File: src/srtf_pkg.sv
// shared types and constants for the srtf scheduler
// depends on nothing; every other file of the block uses it
`timescale 1ns / 1ps

package srtf_pkg;

    localparam int ID_W          = 8;
    localparam int REM_W         = 16;
    localparam int LVL_W         = 4;
    localparam int TIME_W        = 32;
    localparam int STATUS_W      = 2;
    localparam int SLOTS_DEFAULT = 16;

    typedef enum logic [STATUS_W-1:0] {
        STATUS_PREEMPTED = 2'd0,
        STATUS_COMPLETED = 2'd1,
        STATUS_REJECTED  = 2'd2
    } status_t;

    typedef enum logic [1:0] {
        CMD_NONE = 2'd0,
        CMD_LOAD = 2'd1,
        CMD_RUN  = 2'd2
    } cmd_kind_t;

    // broadcast from the controller to every cell, the slot index travels beside it
    typedef struct packed {
        cmd_kind_t         kind;
        logic [ID_W-1:0]   id;
        logic [REM_W-1:0]  rem;
        logic [LVL_W-1:0]  lvl;
    } cmd_t;

    // search wave handed from cell to cell, slot indexes travel beside it
    typedef struct packed {
        logic              free_found;
        logic              best_found;
        logic [ID_W-1:0]   best_id;
        logic [REM_W-1:0]  best_rem;
        logic [LVL_W-1:0]  best_lvl;
    } wave_t;

    typedef struct packed {
        logic [ID_W-1:0]   id;
        logic [TIME_W-1:0] seg_start;
        logic [TIME_W-1:0] seg_end;
        status_t           status;
        logic              last;
    } beat_t;

endpackage

File: src/srtf_if.sv
// valid/ready channel interfaces for job requests and segment results
// depends on srtf_pkg for field widths
`timescale 1ns / 1ps

interface srtf_req_if;
    logic                        valid;
    logic                        ready;
    logic                        operation;
    logic [srtf_pkg::ID_W-1:0]   job_id;
    logic [srtf_pkg::REM_W-1:0]  burst;
    logic [srtf_pkg::LVL_W-1:0]  priority_level;

    modport source (output valid, operation, job_id, burst, priority_level, input ready);
    modport sink   (input valid, operation, job_id, burst, priority_level, output ready);
endinterface

interface srtf_rsp_if;
    logic                         valid;
    logic                         ready;
    logic [srtf_pkg::ID_W-1:0]    job_id_out;
    logic [srtf_pkg::TIME_W-1:0]  segment_start;
    logic [srtf_pkg::TIME_W-1:0]  segment_end;
    logic [srtf_pkg::STATUS_W-1:0] status;
    logic                         last;

    modport source (output valid, job_id_out, segment_start, segment_end, status, last,
                    input ready);
    modport sink   (input valid, job_id_out, segment_start, segment_end, status, last,
                    output ready);
endinterface

File: src/srtf_cell.sv
// one ready-table slot plus its stage of the search wave
// depends on srtf_pkg
`timescale 1ns / 1ps

module srtf_cell #(
    parameter int READY_SLOTS = srtf_pkg::SLOTS_DEFAULT,
    parameter int INDEX       = 0
) (
    input  logic                           clk,
    input  logic                           rst_n,
    input  srtf_pkg::cmd_t                 cmd,
    input  logic [$clog2(READY_SLOTS)-1:0] cmd_slot,
    input  srtf_pkg::wave_t                wave_in,
    input  logic [$clog2(READY_SLOTS)-1:0] free_in,
    input  logic [$clog2(READY_SLOTS)-1:0] best_in,
    output srtf_pkg::wave_t                wave_out,
    output logic [$clog2(READY_SLOTS)-1:0] free_out,
    output logic [$clog2(READY_SLOTS)-1:0] best_out
);

    localparam int SW = $clog2(READY_SLOTS);
    localparam logic [SW-1:0] MY_SLOT = SW'(INDEX);

    logic                        valid_reg;
    logic [srtf_pkg::ID_W-1:0]   id_reg;
    logic [srtf_pkg::REM_W-1:0]  rem_reg;
    logic [srtf_pkg::LVL_W-1:0]  lvl_reg;

    srtf_pkg::wave_t  wave_reg, wave_next;
    logic [SW-1:0]    free_reg, free_next;
    logic [SW-1:0]    best_reg, best_next;

    logic hit;
    logic take_best;
    logic take_free;

    assign hit = (cmd_slot == MY_SLOT);

    always_ff @(posedge clk or negedge rst_n)
    begin
        if (!rst_n)
        begin
            valid_reg <= 1'b0;
        end
        else if (hit)
        begin
            unique case (cmd.kind)
                srtf_pkg::CMD_LOAD: valid_reg <= 1'b1;
                srtf_pkg::CMD_RUN:  valid_reg <= (cmd.rem != '0);
                default:            valid_reg <= valid_reg;
            endcase
        end
    end

    always_ff @(posedge clk)
    begin
        if (hit && cmd.kind == srtf_pkg::CMD_LOAD)
        begin
            id_reg  <= cmd.id;
            rem_reg <= cmd.rem;
            lvl_reg <= cmd.lvl;
        end
        else if (hit && cmd.kind == srtf_pkg::CMD_RUN)
        begin
            rem_reg <= cmd.rem;
        end
    end

    // strict compares keep the earlier slot on a full tie
    assign take_best = valid_reg && (!wave_in.best_found ||
                                     rem_reg < wave_in.best_rem ||
                                     (rem_reg == wave_in.best_rem &&
                                      lvl_reg < wave_in.best_lvl));
    assign take_free = !valid_reg && !wave_in.free_found;

    always_comb
    begin
        wave_next = wave_in;
        free_next = free_in;
        best_next = best_in;
        if (take_free)
        begin
            wave_next.free_found = 1'b1;
            free_next            = MY_SLOT;
        end
        if (take_best)
        begin
            wave_next.best_found = 1'b1;
            wave_next.best_id    = id_reg;
            wave_next.best_rem   = rem_reg;
            wave_next.best_lvl   = lvl_reg;
            best_next            = MY_SLOT;
        end
    end

    always_ff @(posedge clk or negedge rst_n)
    begin
        if (!rst_n)
        begin
            wave_reg <= '0;
            free_reg <= '0;
            best_reg <= '0;
        end
        else
        begin
            wave_reg <= wave_next;
            free_reg <= free_next;
            best_reg <= best_next;
        end
    end

    assign wave_out = wave_reg;
    assign free_out = free_reg;
    assign best_out = best_reg;

endmodule

File: src/srtf_chain.sv
// row of slot cells, seeded with an empty wave at the head
// depends on srtf_pkg and srtf_cell
`timescale 1ns / 1ps

module srtf_chain #(
    parameter int READY_SLOTS = srtf_pkg::SLOTS_DEFAULT
) (
    input  logic                           clk,
    input  logic                           rst_n,
    input  srtf_pkg::cmd_t                 cmd,
    input  logic [$clog2(READY_SLOTS)-1:0] cmd_slot,
    output srtf_pkg::wave_t                wave,
    output logic [$clog2(READY_SLOTS)-1:0] free_slot,
    output logic [$clog2(READY_SLOTS)-1:0] best_slot
);

    localparam int SW = $clog2(READY_SLOTS);

    srtf_pkg::wave_t wave_link [READY_SLOTS+1];
    logic [SW-1:0]   free_link [READY_SLOTS+1];
    logic [SW-1:0]   best_link [READY_SLOTS+1];

    assign wave_link[0] = '0;
    assign free_link[0] = '0;
    assign best_link[0] = '0;

    for (genvar i = 0; i < READY_SLOTS; i++)
    begin : g_cell
        srtf_cell #(
            .READY_SLOTS (READY_SLOTS),
            .INDEX       (i)
        ) u_cell (
            .clk      (clk),
            .rst_n    (rst_n),
            .cmd      (cmd),
            .cmd_slot (cmd_slot),
            .wave_in  (wave_link[i]),
            .free_in  (free_link[i]),
            .best_in  (best_link[i]),
            .wave_out (wave_link[i+1]),
            .free_out (free_link[i+1]),
            .best_out (best_link[i+1])
        );
    end

    assign wave      = wave_link[READY_SLOTS];
    assign free_slot = free_link[READY_SLOTS];
    assign best_slot = best_link[READY_SLOTS];

endmodule

File: src/srtf_preemptive_scheduler_core.sv
// srtf preemptive scheduler: request/result channels, control sequencer, result register
// depends on srtf_pkg, srtf_if and srtf_chain
// flow: an item goes through accept, the wave through the cell row and decide, then hands
// any result beats (one or two) to the result register
// a new request is taken only once the block is back in idle after its last result beat;
// the search wave crosses one cell per cycle
// reset: slot valid bits, running job, time and the result valid bit clear at once, no sweep
`timescale 1ns / 1ps

module srtf_preemptive_scheduler_core #(
    parameter int READY_SLOTS = srtf_pkg::SLOTS_DEFAULT
) (
    input  logic           clk,
    input  logic           rst_n,
    srtf_req_if.sink       req,
    srtf_rsp_if.source     rsp
);

    localparam int SW = $clog2(READY_SLOTS);
    localparam logic [SW-1:0] LAST_CELL = SW'(READY_SLOTS - 1);

    typedef enum logic [3:0] {
        ST_IDLE   = 4'b0001,
        ST_SWEEP  = 4'b0010,
        ST_DECIDE = 4'b0100,
        ST_EMIT   = 4'b1000
    } state_t;

    state_t state_reg, state_next;

    // latched request beat
    logic                        op_reg;
    logic [srtf_pkg::ID_W-1:0]   id_reg;
    logic [srtf_pkg::REM_W-1:0]  burst_reg;
    logic [srtf_pkg::LVL_W-1:0]  lvl_reg;

    // wave settling counter, one step per cell
    logic [SW-1:0] cnt_reg, cnt_next;

    // scheduler state outside the table
    logic                        run_valid_reg, run_valid_next;
    logic [SW-1:0]               run_slot_reg, run_slot_next;
    logic [srtf_pkg::ID_W-1:0]   run_id_reg, run_id_next;
    logic [srtf_pkg::TIME_W-1:0] run_start_reg, run_start_next;
    logic [srtf_pkg::TIME_W-1:0] now_reg, now_next;

    // pending result beats of the current item
    srtf_pkg::beat_t pend0_reg, pend0_next;
    srtf_pkg::beat_t pend1_reg, pend1_next;
    logic            two_reg, two_next;
    logic            idx_reg, idx_next;

    // result register in front of the sink
    srtf_pkg::beat_t out_reg, out_next;
    logic            out_valid_reg, out_valid_next;

    // cell row
    srtf_pkg::cmd_t  cmd;
    logic [SW-1:0]   cmd_slot;
    srtf_pkg::wave_t wave;
    logic [SW-1:0]   free_slot;
    logic [SW-1:0]   best_slot;

    // decide-time helpers
    logic                        switch_job;
    logic                        preempt;
    logic [srtf_pkg::REM_W-1:0]  new_rem;
    logic                        done;
    logic [srtf_pkg::TIME_W-1:0] now_plus;
    srtf_pkg::beat_t             beat_pre;
    srtf_pkg::beat_t             beat_done;
    srtf_pkg::beat_t             beat_rej;
    logic                        push;

    srtf_chain #(
        .READY_SLOTS (READY_SLOTS)
    ) u_chain (
        .clk       (clk),
        .rst_n     (rst_n),
        .cmd       (cmd),
        .cmd_slot  (cmd_slot),
        .wave      (wave),
        .free_slot (free_slot),
        .best_slot (best_slot)
    );

    assign req.ready = (state_reg == ST_IDLE);

    // chosen job bookkeeping; remaining time stops at zero
    assign switch_job = !run_valid_reg || (run_slot_reg != best_slot);
    assign preempt    = switch_job && run_valid_reg;
    assign new_rem    = (wave.best_rem == '0) ? '0 : wave.best_rem - 1'b1;
    assign done       = (new_rem == '0);
    assign now_plus   = now_reg + 1'b1;

    always_comb
    begin
        beat_pre.id        = run_id_reg;
        beat_pre.seg_start = run_start_reg;
        beat_pre.seg_end   = now_reg;
        beat_pre.status    = srtf_pkg::STATUS_PREEMPTED;
        beat_pre.last      = !done;

        beat_done.id        = wave.best_id;
        beat_done.seg_start = switch_job ? now_reg : run_start_reg;
        beat_done.seg_end   = now_plus;
        beat_done.status    = srtf_pkg::STATUS_COMPLETED;
        beat_done.last      = 1'b1;

        beat_rej.id        = id_reg;
        beat_rej.seg_start = now_reg;
        beat_rej.seg_end   = now_reg;
        beat_rej.status    = srtf_pkg::STATUS_REJECTED;
        beat_rej.last      = 1'b1;
    end

    // result register takes a beat when empty or when its beat leaves this cycle
    assign push = (state_reg == ST_EMIT) && (!out_valid_reg || rsp.ready);

    always_comb
    begin
        state_next     = state_reg;
        cnt_next       = cnt_reg;
        run_valid_next = run_valid_reg;
        run_slot_next  = run_slot_reg;
        run_id_next    = run_id_reg;
        run_start_next = run_start_reg;
        now_next       = now_reg;
        pend0_next     = pend0_reg;
        pend1_next     = pend1_reg;
        two_next       = two_reg;
        idx_next       = idx_reg;
        cmd            = '0;
        cmd.kind       = srtf_pkg::CMD_NONE;
        cmd_slot       = '0;

        unique case (state_reg)
            ST_IDLE:
            begin
                if (req.valid)
                begin
                    cnt_next   = '0;
                    state_next = ST_SWEEP;
                end
            end

            ST_SWEEP:
            begin
                // the table has been still since before accept, so after one pass
                // per cell the tail of the row holds the answer
                cnt_next = cnt_reg + 1'b1;
                if (cnt_reg == LAST_CELL)
                begin
                    state_next = ST_DECIDE;
                end
            end

            ST_DECIDE:
            begin
                idx_next = 1'b0;
                two_next = 1'b0;
                if (!op_reg)
                begin
                    // arrival
                    if (wave.free_found)
                    begin
                        cmd.kind   = srtf_pkg::CMD_LOAD;
                        cmd.id     = id_reg;
                        cmd.rem    = burst_reg;
                        cmd.lvl    = lvl_reg;
                        cmd_slot   = free_slot;
                        state_next = ST_IDLE;
                    end
                    else
                    begin
                        pend0_next = beat_rej;
                        state_next = ST_EMIT;
                    end
                end
                else if (!wave.best_found)
                begin
                    // idle tick
                    now_next   = now_plus;
                    state_next = ST_IDLE;
                end
                else
                begin
                    cmd.kind = srtf_pkg::CMD_RUN;
                    cmd.rem  = new_rem;
                    cmd_slot = best_slot;
                    if (switch_job)
                    begin
                        run_slot_next  = best_slot;
                        run_id_next    = wave.best_id;
                        run_start_next = now_reg;
                    end
                    run_valid_next = !done;
                    now_next       = now_plus;
                    pend0_next     = preempt ? beat_pre : beat_done;
                    pend1_next     = beat_done;
                    two_next       = preempt && done;
                    state_next     = (preempt || done) ? ST_EMIT : ST_IDLE;
                end
            end

            ST_EMIT:
            begin
                if (push)
                begin
                    if (two_reg && !idx_reg)
                    begin
                        idx_next = 1'b1;
                    end
                    else
                    begin
                        state_next = ST_IDLE;
                    end
                end
            end

            default:
            begin
                state_next = ST_IDLE;
            end
        endcase
    end

    always_comb
    begin
        out_next       = out_reg;
        out_valid_next = out_valid_reg;
        if (push)
        begin
            out_next       = idx_reg ? pend1_reg : pend0_reg;
            out_valid_next = 1'b1;
        end
        else if (rsp.ready)
        begin
            out_valid_next = 1'b0;
        end
    end

    always_ff @(posedge clk or negedge rst_n)
    begin
        if (!rst_n)
        begin
            state_reg     <= ST_IDLE;
            cnt_reg       <= '0;
            run_valid_reg <= 1'b0;
            run_slot_reg  <= '0;
            run_start_reg <= '0;
            now_reg       <= '0;
            two_reg       <= 1'b0;
            idx_reg       <= 1'b0;
            out_valid_reg <= 1'b0;
        end
        else
        begin
            state_reg     <= state_next;
            cnt_reg       <= cnt_next;
            run_valid_reg <= run_valid_next;
            run_slot_reg  <= run_slot_next;
            run_start_reg <= run_start_next;
            now_reg       <= now_next;
            two_reg       <= two_next;
            idx_reg       <= idx_next;
            out_valid_reg <= out_valid_next;
        end
    end

    // payload registers, no reset
    always_ff @(posedge clk)
    begin
        if (req.valid && req.ready)
        begin
            op_reg    <= req.operation;
            id_reg    <= req.job_id;
            burst_reg <= req.burst;
            lvl_reg   <= req.priority_level;
        end
        run_id_reg <= run_id_next;
        pend0_reg  <= pend0_next;
        pend1_reg  <= pend1_next;
        out_reg    <= out_next;
    end

    assign rsp.valid         = out_valid_reg;
    assign rsp.job_id_out    = out_reg.id;
    assign rsp.segment_start = out_reg.seg_start;
    assign rsp.segment_end   = out_reg.seg_end;
    assign rsp.status        = out_reg.status;
    assign rsp.last          = out_reg.last;

endmodule

File: src/flat_wrapper.sv
// flat-port wrapper written by rule: the top's interface ports become plain ports
module srtf_preemptive_scheduler_core_flat 
#(
    parameter int READY_SLOTS = srtf_pkg::SLOTS_DEFAULT
)
  (clk, rst_n, req_valid, req_operation, req_job_id, req_burst, req_priority_level, req_ready, rsp_valid, rsp_job_id_out, rsp_segment_start, rsp_segment_end, rsp_status, rsp_last, rsp_ready);
  srtf_req_if req_i ();
  srtf_rsp_if rsp_i ();
  input  logic clk;
  input  logic rst_n;
  input wire logic [$bits(req_i.valid)-1:0] req_valid;
  input wire logic [$bits(req_i.operation)-1:0] req_operation;
  input wire logic [$bits(req_i.job_id)-1:0] req_job_id;
  input wire logic [$bits(req_i.burst)-1:0] req_burst;
  input wire logic [$bits(req_i.priority_level)-1:0] req_priority_level;
  output wire logic [$bits(req_i.ready)-1:0] req_ready;
  output wire logic [$bits(rsp_i.valid)-1:0] rsp_valid;
  output wire logic [$bits(rsp_i.job_id_out)-1:0] rsp_job_id_out;
  output wire logic [$bits(rsp_i.segment_start)-1:0] rsp_segment_start;
  output wire logic [$bits(rsp_i.segment_end)-1:0] rsp_segment_end;
  output wire logic [$bits(rsp_i.status)-1:0] rsp_status;
  output wire logic [$bits(rsp_i.last)-1:0] rsp_last;
  input wire logic [$bits(rsp_i.ready)-1:0] rsp_ready;
  assign req_i.valid = req_valid;
  assign req_i.operation = req_operation;
  assign req_i.job_id = req_job_id;
  assign req_i.burst = req_burst;
  assign req_i.priority_level = req_priority_level;
  assign req_ready = req_i.ready;
  assign rsp_valid = rsp_i.valid;
  assign rsp_job_id_out = rsp_i.job_id_out;
  assign rsp_segment_start = rsp_i.segment_start;
  assign rsp_segment_end = rsp_i.segment_end;
  assign rsp_status = rsp_i.status;
  assign rsp_last = rsp_i.last;
  assign rsp_i.ready = rsp_ready;
  srtf_preemptive_scheduler_core #(.READY_SLOTS(READY_SLOTS)) u_core (.clk(clk), .rst_n(rst_n), .req(req_i), .rsp(rsp_i));
endmodule
File: config.mk
export PLATFORM = sky130hd
export DESIGN_NAME = srtf_preemptive_scheduler_core_flat
export DESIGN_NICKNAME = d
export VERILOG_FILES = /design/src/srtf_pkg.sv /design/src/srtf_if.sv /design/src/srtf_cell.sv /design/src/srtf_chain.sv /design/src/srtf_preemptive_scheduler_core.sv /design/src/flat_wrapper.sv
export SDC_FILE = /design/constraint.sdc
export NUM_CORES = 2
export LEC_CHECK = 0
export ABC_AREA = 0
export BUFFER_PORTS_ARGS = -buffer_cell sky130_fd_sc_hd__buf_4
export CORE_MARGIN = 2
export CORE_UTILIZATION = 55
export DETAILED_ROUTE_END_ITERATION = 16
export PLACE_DENSITY = 0.8
export REMOVE_ABC_BUFFERS = 1
export SKIP_CTS_REPAIR_TIMING = 1
export SLEW_MARGIN = 20
export SYNTH_ARGS = -nofsm -noshare
export SYNTH_HDL_FRONTEND = slang
export SYNTH_SLANG_ARGS = --single-unit
File: constraint.sdc
create_clock -name clk -period 13.3 [get_ports clk]
set_input_delay 2.66 -clock clk [delete_from_list [all_inputs] [get_ports clk]]
set_output_delay 2.66 -clock clk [all_outputs]
set_load 0.01 [all_outputs]
# Word level (Yosys, flattened, before mapping)

Index checks and enable logic that the tools add are counted.

Register bits: 1377
Bits of input ports: 33
Word-level logic and storage cells: 621

Equality and inequality tests: 45
Add/sub/neg operators: 3
Magnitude comparators: 30
Reduce and logical (&&, ||, !) cells: 211
Muxes and demuxes: 132

Operators with widths:

| kind                                                | number |
|---|---|
| 2-to-1 mux 16 bit                                   | 35 |
| 2-to-1 mux 29 bit                                   | 17 |
| 2-to-1 mux 75 bit                                   | 5 |
| == test 16 bit                                      | 15 |
| less-than comparator 16 bit                         | 15 |
| 2-to-1 mux 4 bit                                    | 30 |
| logical AND 1 bit                                   | 82 |
| less-than comparator 4 bit                          | 15 |
| zero test 1 bit                                     | 49 |
| == test 4 bit (second input constant)               | 10 |
| nonzero test 2 bit                                  | 20 |
| AND reduction 2 bit                                 | 18 |
| logical OR 1 bit                                    | 33 |
| adder 32 x 1 -> 32 bit (second input constant)      | 1 |
| zero test 16 bit                                    | 2 |
| 2-to-1 mux 32 bit                                   | 1 |
| 2-to-1 mux 30 bit                                   | 1 |
| 2-to-1 mux 1 bit                                    | 24 |
| 2-to-1 mux 3 bit                                    | 8 |
| == test 4 x 3 -> 1 bit (second input constant)      | 5 |
| case mux 4 bit (4 select lines)                     | 1 |
| nonzero test 16 bit                                 | 1 |
| subtractor 16 x 1 -> 16 bit (second input constant) | 1 |
| == test 4 x 2 -> 1 bit (second input constant)      | 3 |
| 14 further kinds                                    | 29 |

# Longest topological paths before layout

Depth in word-level cells: 9
Mapped depth: 11
Depth with buffers taken out: 9

# By module

Synthesis repeated with hierarchy kept, for this count alone.

Cell total of the unflattened synthesis: 4135
Area, all modules: 62278.5 sq um

Modules (own cells, without submodules):

| module                                            | sequential area each (sq um) | times used | area an instance (sq um) | cells an instance |
|---|---|---|---|---|
| srtf_preemptive_scheduler_core                    | 9780.6                       | 1          | 14865.5                  | 1018 |
| srtf_cell at u_core.u_chain.g_cell[1].u_cell ...  | 1816.7                       | 4          | 2980.4                   | 194 |
| srtf_cell at u_core.u_chain.g_cell[10].u_cell ... | 1816.7                       | 4          | 2975.4                   | 194 |
| srtf_cell at u_core.u_chain.g_cell[11].u_cell ... | 1816.7                       | 4          | 2960.3                   | 196 |
| srtf_cell at u_core.u_chain.g_cell[12].u_cell ... | 1816.7                       | 2          | 2974.1                   | 195 |
| srtf_cell at u_core.u_chain.g_cell[15].u_cell     | 1816.7                       | 1          | 2957.8                   | 196 |
| srtf_cell at u_core.u_chain.g_cell[0].u_cell      | 1816.7                       | 1          | 2839.0                   | 194 |
| srtf_chain                                        | 0.0                          | 1          | 3.8                      | 1 |

# Worst setup path before layout

Ideal clock, no wire load.

Path kind: input to register
Start: input port rsp_ready
End: register u_core.idx_reg
Library setup time: 0.083 ns
Arrival: 6.597 ns
Data required time: 13.217 ns
Cell stages on the path: 4
Path slack: 6.620 ns
Cell sequence: nor2b_1 > nor2b_1 > o21ai_0 > nand2_1

Cells in the longest elaborated chain, start to end: 4

RTL lines:

| item                                            | line                                  | source |
|---|---|---|
| start, declared                                 | flat_wrapper.sv:23                    | `input wire logic [$bits(rsp_i.ready)-1:0] rsp_ready;` |
| logical OR 1 bit                                | srtf_preemptive_scheduler_core.sv:118 | `assign push = (state_reg == ST_EMIT) && (!out_valid_reg \|\| rsp.ready);` |
| logical AND 1 bit                               | srtf_preemptive_scheduler_core.sv:118 |  |
| inequality test 2 x 1 -> 1 bit (no source line) | -                                     |  |
| AND reduction 3 bit (no source line)            | -                                     |  |
| end signal, assigned                            | srtf_preemptive_scheduler_core.sv:266 | `idx_reg <= idx_next;` |
| end, declared                                   | srtf_preemptive_scheduler_core.sv:51  | `logic idx_reg, idx_next;` |

Every way passes these cells.
A chain may end at the register's enable or synchronous reset.

# Final worst setup path

Start: register u_core.state_reg[0]
End: output port req_ready

Cells in the longest elaborated chain, start to end: 1

RTL lines:

| item                   | line                                  | source |
|---|---|---|
| start, declared        | srtf_preemptive_scheduler_core.sv:29  | `state_t state_reg, state_next;` |
| start signal, assigned | srtf_preemptive_scheduler_core.sv:259 | `state_reg <= state_next;` |
| == test 4 x 1 -> 1 bit | srtf_preemptive_scheduler_core.sv:87  | `assign req.ready = (state_reg == ST_IDLE);` |
| end, declared          | flat_wrapper.sv:16                    | `output wire logic [$bits(req_i.ready)-1:0] req_ready;` |

Every way passes these cells.

==> results.yml <==
sta:
  finalWorstPathRequiredPeriod_ns: 4.68
  fmax_ghz: 0.214
  hold_violations: 0
  final-setup-viol-count: 0
  tightest_slew_ns: 1.13
  rsz0062_at_grt: "no"
  fin_skew_ns: 0.0426
  setup_tns_ns: 0
  slew_headroom_pct: 24.9
  final_max_slew_viol_count: 0
  min_period_over_period_pct: 35.2
synth:
  ys_ff_latch: 1377
  syn_area_um2: 56500
  postSynthAreaPerCell_um2: 14.8
  ys_async_sr_fraction_pct: 48.7
  ys_seq_area_share_pct: 67.2
  yosysWarnings: 0
  synthCells: 3821
  synth_cell_types: 61
  synth_edf_count: 707
  synth_ff_type: "edfxtp_1"
die:
  fp.dieW_um: 325
  die_h_um: 325
  die_area_um2: 105000
  rows: 117
  io_pins: 110
  coreArea_um2: 102000
  initial_core_util_pct: 55.5
global_route:
  grt_pass1_vias: 31800
  grt_max_degree: 192
  gr-total-overflow: 0
  grtUsageTotal_pct: 20.6
  antenna_found_initial: 0
  grt_pass1_wl_um: 171000
cts:
  clkLatencyLatePin_ns: 0.76
  cts.reportedPaths.clkPinSlew_ns: 0.06
  cts_buffers: 138
  cts_root_buffer: "clkbuf_16"
  cts_max_level: 4
  cts_tree: "done"
  cts_sinks: 1377
  clk_path_buf_depth: 3
worst_setup_path:
  worst_setup_path_end_kind: "output pin"
  worstPathArrival_ns: 2.02
  critPathMaxFanout: 6
  crit_type: "reg2out"
  startpoint_type: "flip-flop"
  required_ns: 10.64
run:
  cap_violations: 0
final_layout:
  layout-drive-gt1-share_pct: 25.2
  most-common-layout-cells: "edfxtp_1, dfrtp_1, mux2_2"
  largest_reg_flops: 476
  syn_to_final_growth_pct: 13.1
  nFillCells: 7092
  n_antenna_cell: 0
  final_nets: 4340
  final_common_cell: "edfxtp_1"
route:
  drc_errors: 0
  ant_nets: 0
  wirelength_um: 107000
  drtIter0Drc: 1866
  vias_per_cell: 5.44
  avgRoutedWirePerCell_um: 19.4
  firstDrtPassIters: 5
  via_count: 29900
placement:
  hpwl_um: 69800
  port_buffers: 109
  place_congestion: 0.845
power_and_ir_drop:
  p_per_area_nw_per_um2: 133
  power.leakage_nw: 29.5
  finalPower_mw: 8.51
  peakVddDrop_v: 0.000117
status:
  run_status: "finished, final reports clean"
min_path:
  holdCritPathClass: "reg2reg"
==> synthesized netlist by cell type (all sizes together), types with 11 or more instances <==
library cell | number | area, µm²
buf | 32 | 139
a21oi | 118 | 591
nor3 | 16 | 80.1
dfrtp | 669 | 16700
nand4 | 50 | 313
or2 | 54 | 340
o21ai | 81 | 405
a211oi | 15 | 113
nor2b | 47 | 294
nor4 | 12 | 75.1
edfxtp | 707 | 21200
mux2 | 584 | 6580
inv | 326 | 1220
nand2b | 57 | 357
a2111oi | 11 | 96.3
clkbuf | 91 | 342
and2 | 56 | 350
nand3 | 34 | 170
nor2 | 127 | 477
a21o | 32 | 240
xor2 | 47 | 412
xnor2 | 61 | 534
nand2 | 149 | 559
and3 | 34 | 213
a31oi | 13 | 81.3
o211ai | 16 | 120
ha | 291 | 3640
==> routing by layer <==
layer	share of wire, %	wire (µm)	global-route usage, %
met1	41	43500	25.0
met2	51	55000	36.4
met3	3.9	4160	3.13
met4	3.9	4200	9.20
met5	0	0	0
==> kinds of logic after synthesis <==
kind of cell	share of synthesized area, %
buffers and inverters	3.02
DFF	67.2
adders and majority gates	6.44
and+or+nand+nor	6.13
muxes	11.8
xor gates and xnor gates	1.67
AOI/OAI and AO/OA	3.76
==> final timing paths <==
kind                       slack (ns)                                                      to                                                   start  cells after the start
max                              8.62                                               req_ready                         u_core.state_reg[0]$_DFFE_PN1P_                      2
min                              0.42   u_core.u_chain.g_cell[1].u_cell.free_out[0]$_DFF_PN0_  u_core.u_chain.g_cell[0].u_cell.wave_out[29]$_DFF_PN0_                      1
max reg2reg                      9.51   u_core.u_chain.g_cell[1].u_cell.valid_reg$_DFFE_PN0P_                         u_core.state_reg[1]$_DFFE_PN0P_                      9
min reg2reg                      0.42   u_core.u_chain.g_cell[1].u_cell.free_out[0]$_DFF_PN0_  u_core.u_chain.g_cell[0].u_cell.wave_out[29]$_DFF_PN0_                      1
max in group asynchronous        8.86                              u_core.idx_reg$_DFFE_PN0P_                                                   rst_n                      3
min in group asynchronous        1.98  u_core.u_chain.g_cell[5].u_cell.wave_out[20]$_DFF_PN0_                                                   rst_n                      1
==> final cells by class <==
class	count	area [µm²]	share of cell area (%)
Clock inverter	41	623	0.974
Sequential cell	1377	38000	59.4
Tap cell	1368	1710	2.68
Timing Repair Buffer	178	1390	2.17
Inverter	327	1230	1.92
Multi-Input combinational cell	1994	17000	26.5
Clock buffer	215	4040	6.31
==> critical path: stages (launching register included) <==
cell and delay [ns]:
dfstp_2 0.57, nor4b_1 0.47, buf_4 0.22
==> through the flow <==
| step | setup slack (ns) | cells | hold slack [ns] | utilization, % | cell area, µm² |
|---|---|---|---|---|---|
| finish | 8.62 | 5500 | 0.423 | 62.8 | 64000 |
| global route | 8.38 | 5500 | 0.438 | 62.8 | 64000 |
| CTS | 8.52 | 5498 | 0.417 | 62.7 | 63900 |
| detailed placement | 7.91 | 5242 | 0.413 | 58.2 | 59300 |
| global placement | 7.95 | 5242 | 0.403 | 58.2 | 59300 |
| floorplan | 6.62 | 3698 | 0.388 | - | 56100 |
==> power by group <==
part | switching [mW] | total [mW] | leakage (nW) | internal (mW)
sequential | 0.0198 | 4.51 | 17.2 | 4.49
clock | 1.64 | 3.87 | 2.25 | 2.23
combinational | 0.0962 | 0.129 | 9.99 | 0.0325
total | 1.76 | 8.51 | 29.5 | 6.75
Power figures use the tool's default switching activity.
